$ cat config.mk
export PLATFORM = sky130hd
export DESIGN_NAME = tmac_ctrl
export DESIGN_NICKNAME = d
export VERILOG_FILES = /design/src/hw/rtl/tmac_pkg.sv /design/src/hw/rtl/tmac_ctrl.sv
export SDC_FILE = /design/constraint.sdc
export NUM_CORES = 1
export LEC_CHECK = 0
export BUFFER_PORTS_ARGS = -buffer_cell sky130_fd_sc_hd__buf_4
export CORE_AREA = 2 2 39 41
export DETAILED_ROUTE_END_ITERATION = 10
export DIE_AREA = 0 0 41 43
export SYNTH_ARGS = -nofsm -noshare
export SYNTH_HDL_FRONTEND = slang
export SYNTH_SLANG_ARGS = --single-unit
$ cat constraint.sdc
create_clock -name clk -period 1.65 [get_ports clk]
set_clock_uncertainty 0.2 [all_clocks]
set_input_delay 0.2475 -clock clk [delete_from_list [all_inputs] [get_ports clk]]
set_output_delay 0.2475 -clock clk [all_outputs]
set_load 0.1 [all_outputs]
$ cat src/hw/rtl/tmac_pkg.sv
// Types, constants and helper functions of the tile map collision block.
package tmac_pkg;

    // Item command codes.
    localparam logic CMD_WRITE = 1'b0;
    localparam logic CMD_QUERY = 1'b1;

    // Configuration register indexes and reset values.
    localparam int CFG_IDX_W = 2;
    localparam logic [CFG_IDX_W-1:0] REG_WALL_FIRST  = 2'd0;
    localparam logic [CFG_IDX_W-1:0] REG_WALL_SECOND = 2'd1;
    localparam logic [CFG_IDX_W-1:0] REG_WALL_THIRD  = 2'd2;
    localparam logic [CFG_IDX_W-1:0] REG_WALL_FOURTH = 2'd3;

    localparam int TILE_ID_W = 8;
    localparam logic [TILE_ID_W-1:0] WALL_FIRST_RST  = 8'd1;
    localparam logic [TILE_ID_W-1:0] WALL_SECOND_RST = 8'd2;
    localparam logic [TILE_ID_W-1:0] WALL_THIRD_RST  = 8'd3;
    localparam logic [TILE_ID_W-1:0] WALL_FOURTH_RST = 8'd4;

    // Field widths.
    localparam int CELL_W = 5;
    localparam int FIX_W  = 20;
    localparam int SIZE_W = 16;
    localparam int FRAC_W = 4;

    // Edge sum is one bit wider than a coordinate; whole pixels drop the fraction.
    localparam int SUM_W      = FIX_W + 1;
    localparam int PX_W       = SUM_W - FRAC_W;
    localparam int PX_MAG_W   = PX_W - 1;
    localparam int QUOT_W     = PX_MAG_W;
    localparam int FRAC_ROUND = (1 << FRAC_W) - 1;

    // Edge slots.
    localparam int EDGE_LEFT   = 0;
    localparam int EDGE_TOP    = 1;
    localparam int EDGE_RIGHT  = 2;
    localparam int EDGE_BOTTOM = 3;
    localparam int EDGE_COUNT  = 4;

    typedef enum logic [2:0] {
        ST_IDLE,
        ST_DIVIDE,
        ST_CHECK,
        ST_READ,
        ST_TEST
    } tmac_state_t;

    typedef struct packed {
        logic load;
        logic write_cell;
        logic divide;
        logic scan_init;
        logic rd_en;
        logic advance;
        logic res_load;
        logic res_hit;
    } tmac_cmd_t;

    typedef struct packed {
        logic out_of_map;
        logic is_wall;
        logic scan_last;
    } tmac_sts_t;

    // Fixed point to whole pixels, truncating toward zero.
    function automatic logic signed [PX_W-1:0] fix_to_px(logic signed [SUM_W-1:0] v);
        logic signed [SUM_W-1:0] t;
        t = v + (v[SUM_W-1] ? SUM_W'(FRAC_ROUND) : SUM_W'(0));
        return t[SUM_W-1:FRAC_W];
    endfunction

endpackage

$ cat src/hw/rtl/tmac_ctrl.sv
// Controller state machine that sequences writes, queries and the tile scan.
module tmac_ctrl
    import tmac_pkg::*;
(
    input  logic      clk,
    input  logic      rst_n,
    input  logic      in_valid,
    output logic      in_stall,
    input  logic      command,
    output logic      out_valid,
    input  logic      out_stall,
    output tmac_cmd_t cmd,
    input  tmac_sts_t sts
);

    tmac_state_t state_reg;
    tmac_state_t state_next;
    logic        out_valid_reg;
    logic        out_valid_next;
    logic        accept;
    logic        res_free;

    assign in_stall  = (state_reg != ST_IDLE);
    assign accept    = in_valid && !in_stall;
    assign out_valid = out_valid_reg;
    // The result register can take a new result when empty or being drained.
    assign res_free  = !out_valid_reg || !out_stall;

    always_ff @(posedge clk or negedge rst_n)
    begin
        if (!rst_n)
        begin
            state_reg     <= ST_IDLE;
            out_valid_reg <= 1'b0;
        end
        else
        begin
            state_reg     <= state_next;
            out_valid_reg <= out_valid_next;
        end
    end

    always_comb
    begin
        state_next = state_reg;
        cmd        = '0;
        unique case (state_reg)
            ST_IDLE:
            begin
                if (accept)
                begin
                    if (command == CMD_QUERY)
                    begin
                        cmd.load   = 1'b1;
                        state_next = ST_DIVIDE;
                    end
                    else
                    begin
                        cmd.write_cell = 1'b1;
                    end
                end
            end
            ST_DIVIDE:
            begin
                cmd.divide = 1'b1;
                state_next = ST_CHECK;
            end
            ST_CHECK:
            begin
                if (sts.out_of_map)
                begin
                    if (res_free)
                    begin
                        cmd.res_load = 1'b1;
                        cmd.res_hit  = 1'b1;
                        state_next   = ST_IDLE;
                    end
                end
                else
                begin
                    cmd.scan_init = 1'b1;
                    state_next    = ST_READ;
                end
            end
            ST_READ:
            begin
                cmd.rd_en  = 1'b1;
                state_next = ST_TEST;
            end
            ST_TEST:
            begin
                if (sts.is_wall || sts.scan_last)
                begin
                    if (res_free)
                    begin
                        cmd.res_load = 1'b1;
                        cmd.res_hit  = sts.is_wall;
                        state_next   = ST_IDLE;
                    end
                end
                else
                begin
                    cmd.advance = 1'b1;
                    state_next  = ST_READ;
                end
            end
            default:
            begin
                state_next = ST_IDLE;
            end
        endcase
    end

    always_comb
    begin
        if (cmd.res_load)
        begin
            out_valid_next = 1'b1;
        end
        else if (!out_stall)
        begin
            out_valid_next = 1'b0;
        end
        else
        begin
            out_valid_next = out_valid_reg;
        end
    end

endmodule

=== Yosys cells after proc, flatten, opt, wreduce, memory -nomap -nowiden ===
Index checks and enable logic that the tools add are counted.

* $add $sub $neg: 0
* Multipliers: 0
* Divide/modulo/power cells: 0
* Magnitude comparators: 0
* Equality and inequality tests: 7
* Shift-type cells: 0
* Multiplexer cells: 23
* Bitwise logic cells: 0
* Reductions and logical operators: 9

{| class="wikitable"
|+ Operator list
! cell !! count
|-
| $mux W3 || 5
|-
| $pmux W3 S5 || 1
|-
| $mux W2 || 6
|-
| $mux W1 || 10
|-
| $eq A3 B2 Y1 const B || 2
|-
| $ne A2 B2 Y1 const B || 2
|-
| $pmux W2 S2 || 1
|-
| $eq A3 B1 Y1 const B || 1
|-
| $eq A3 B3 Y1 const B || 1
|-
| $logic_not A1 Y1 || 3
|-
| $logic_not A3 Y1 || 1
|-
| $reduce_bool A3 Y1 || 1
|-
| $logic_or A1 B1 Y1 || 2
|-
| $ne A2 B1 Y1 const B || 1
|-
| $reduce_and A2 Y1 || 1
|-
| $logic_and A1 B1 Y1 || 1
|}

* Register bits: 4
* Latch bits: 0
* RAM bits: 0
* Memory bits (read-only): 0
* Bits of input ports: 8
* Memories kept: 0

=== Logic depth before layout (Yosys ltp) ===
* Depth after elaboration: 6
* Mapped depth: 4
* Depth with buffers taken out: 3

=== Least setup slack after synthesis ===
No wires, ideal clock.

* Kind: register to output
* Start: reg out_valid_reg, in the netlist out_valid
* End: out cmd[0] (netlist bit)
* Data arrival time: 3.097 ns
* Data required time: 1.202 ns
* Setup slack: -1.894 ns
* Cell stages (with the launch flop): 2
* Path buffers: 0
* Cell sequence: dfrtp_1 a211oi_1

{| class="wikitable"
|+ RTL lines
! item !! RTL line !! source
|-
| start, declared || tmac_ctrl.sv:18 || <nowiki>logic out_valid_reg;</nowiki>
|-
| start signal, assigned || tmac_ctrl.sv:39 || <nowiki>out_valid_reg <= out_valid_next;</nowiki>
|-
| end, declared || tmac_ctrl.sv:12 || <nowiki>output tmac_cmd_t cmd,</nowiki>
|}

==> impl_metrics.toml <==
[outcome]
status = "complete, but fails checks"
violations = "setup timing"

[sta]
period_minus_slack_ns = 1.96
fin_ws_ns = -0.310
tns_ns = -1.95
fin_crit_sh_pct = 119
hold_viol = 0
max_clock_freq_mhz = 510
slew_violations = 0
setup_violations = 10
worst_slew_pin_slew_ns = 0.393
slew_headroom_pct = 73.4
rsz0062_at_grt = "true"

[final_layout]
drive_above_1_share_pct = 78.4
final_nets = 83
final_core_util_pct = 57.9
area_delta_synth_final_pct = 170
largest_register_ffs = 3
n_antenna_cell = 0

[placement]
pre_cts_ws_ns = -0.0952
gp_congestion = 0.685
dp_hpwl_um = 666
io_buffers = 17

[synthesis]
syn-cell-area_um2 = 297
synthXorXnorAreaFrac_pct = 0
synth_top_family_by_area = "simple AND/OR/NAND/NOR gates"
synth.avg_cell_area_um2 = 8.01
yosysWarnings = 0
synthMuxAreaShare_pct = 0
synth-seq-cells = 4
synth_nets = 45
synth_fa_ha_area_share_pct = 0
synth_compound_area_share_pct = 26.6
synthSimpleGateAreaFrac_pct = 32.1
synthesis.instances = 37
synth_cell_type_count = 23
seq_area_frac_synth_pct = 33.8

[route]
wl_per_cell_um = 12.2
vias = 407
routed_wl_um = 1100
drtIter0Drc = 1
drc = 0
vias_per_cell = 4.52
ant_nets = 0
drt_first_pass_iters = 2

[worst_setup_path]
rrSetupSlack_ns = -0.01
path_common_cell = "buf_6"
path_max_fanout = 7
path_class = "flip-flop to primary output"
regToRegEndpoint = "state_reg[0]"
r2r-start = "state_reg[1]"
critical_path_arrival_ns = 1.51
critPathSlowestCell = "dfrtp_2"
reg2reg_depth = 7
critical-path-max-stage-delay_ns = 0.44
required_ns = 1.20
startpoint_type = "flip-flop"
crit_path_end_kind = "primary output"
crit_chain = "and2b_4 -> buf_4 -> buf_6 -> buf_6 -> nand2_4 -> clkinvlp_4 -> buf_12"

[cts]
insertion_delay_ns = 0.23
numCtsBuffers = 3
clk_pin_slew_worst_paths_ns = 0.04
cts.sink_count = 4
cts_buffer_depth = 2
cts_tree = "yes"
clock-root-buffer = "clkbuf_4"
h-tree-depth = 1

[worst_hold_path]
hp-class = "primary input to async pin"

[global_route]
antenna_found_initial = 0
overflow = 0
grtUsageTotal_pct = 13.7
grt_pass1_vias = 367
grt_pass1_wl_um = 1650
grt_max_degree = 8

[floorplan]
start_util_pct = 21.4
pin_count = 18
core-area_um2 = 1380
fp.dieW_um = 41
die_h_um = 43
die-area_um2 = 1760
rows = 14

[flow_run]
drv_cap = 0
## area by class of cell
cell class                 instances  area (µm²)
clock buffer                       4        26.3
tap                               16        20.0
multi-input combinational         28         264
timing repair buffer              35         372
sequential                         4         104
inverter                           3        15.0
fill                             114         583
## cell usage in the layout (no fill, tap or decap), drive strengths merged
master and n:
nor3 2, nor4b 1, o21ai 2, a22oi 2, o31ai 1, or2 1
nand2 4, o21bai 1, dlygate4sd3 1, nor3b 1, clkinvlp 1, clkbuf 4
o31a 1, and3 1, a21oi 2, nor2 4, inv 2, or2b 1
a211oi 2, and2b 2, dfrtp 4, buf 34
## worst max path at each step
stage	slack, ns	endpoint	cells after the start	startpoint
2_1_floorplan	-0.46	cmd[0]	3	state_reg[2]
3_3_place_gp	-0.08	cmd[0]	4	state_reg[2]
3_5_place_dp	-0.1	cmd[0]	4	state_reg[2]
4_1_cts	-0.26	cmd[1]	4	state_reg[2]
5_1_grt	-0.38	cmd[1]	4	state_reg[2]
6_report	-0.31	cmd[3]	7	state_reg[1]
## Yosys cell counts (all sizes together)
cell type | n | area share (%)
nor2 | 4 | 5.1
nand2 | 4 | 5.1
nor3 | 2 | 3.4
a21oi | 2 | 3.4
dfrtp | 4 | 34
o31a | 1 | 3.0
o21bai | 1 | 2.5
buf | 1 | 2.5
inv | 3 | 3.8
a211oi | 2 | 5.1
and3 | 1 | 2.1
nor3b | 1 | 2.5
or2 | 1 | 2.1
nor4b | 1 | 3.0
a22oi | 2 | 6.8
or2b | 1 | 2.5
o31ai | 1 | 2.5
o21ai | 2 | 3.4
and2b | 2 | 6.3
clkbuf | 1 | 1.3
## layer usage
metal  vias up  GRT usage (%)  routed length [µm]
met1       195           18.6                 474
li1        205              -                   -
met4         0           6.00                   0
met2         7           20.9                 593
met5         -              0                   0
met3         0           1.57                  29
## logic make-up after synthesis
kind of cell	after synthesis
buf+inv	5
simple gates	17
compound gates	11
flops	4
## worst max-delay path: cells and delay by family, from the launching register on
family,cells,cell delay (ns)
buf+inv,5,0.61
flops,1,0.44
simple gates,2,0.25
## repair_timing
action,CTS,global route
gates cloned,0,0
hold endpoints to repair,4,0
pin swaps,2,3
endpoints found under the setup margin,9,9
hold buffers,1,0
buffers inserted,3,6
gates resized for setup,28,6
## through the flow
| stage | hold WS (ns) | instance area [µm²] | std cells |
|---|---|---|---|
| after floorplan | -0.248 | 374 | 37 |
| after global placement | -0.155 | 561 | 76 |
| after detailed placement | -0.154 | 561 | 76 |
| after CTS | 0.137 | 733 | 84 |
| after global routing | 0.167 | 801 | 90 |
| final | 0.148 | 801 | 90 |
Power is not shown: default switching activity piles up to over one toggle a cycle in this logic, so the estimate is an artifact.
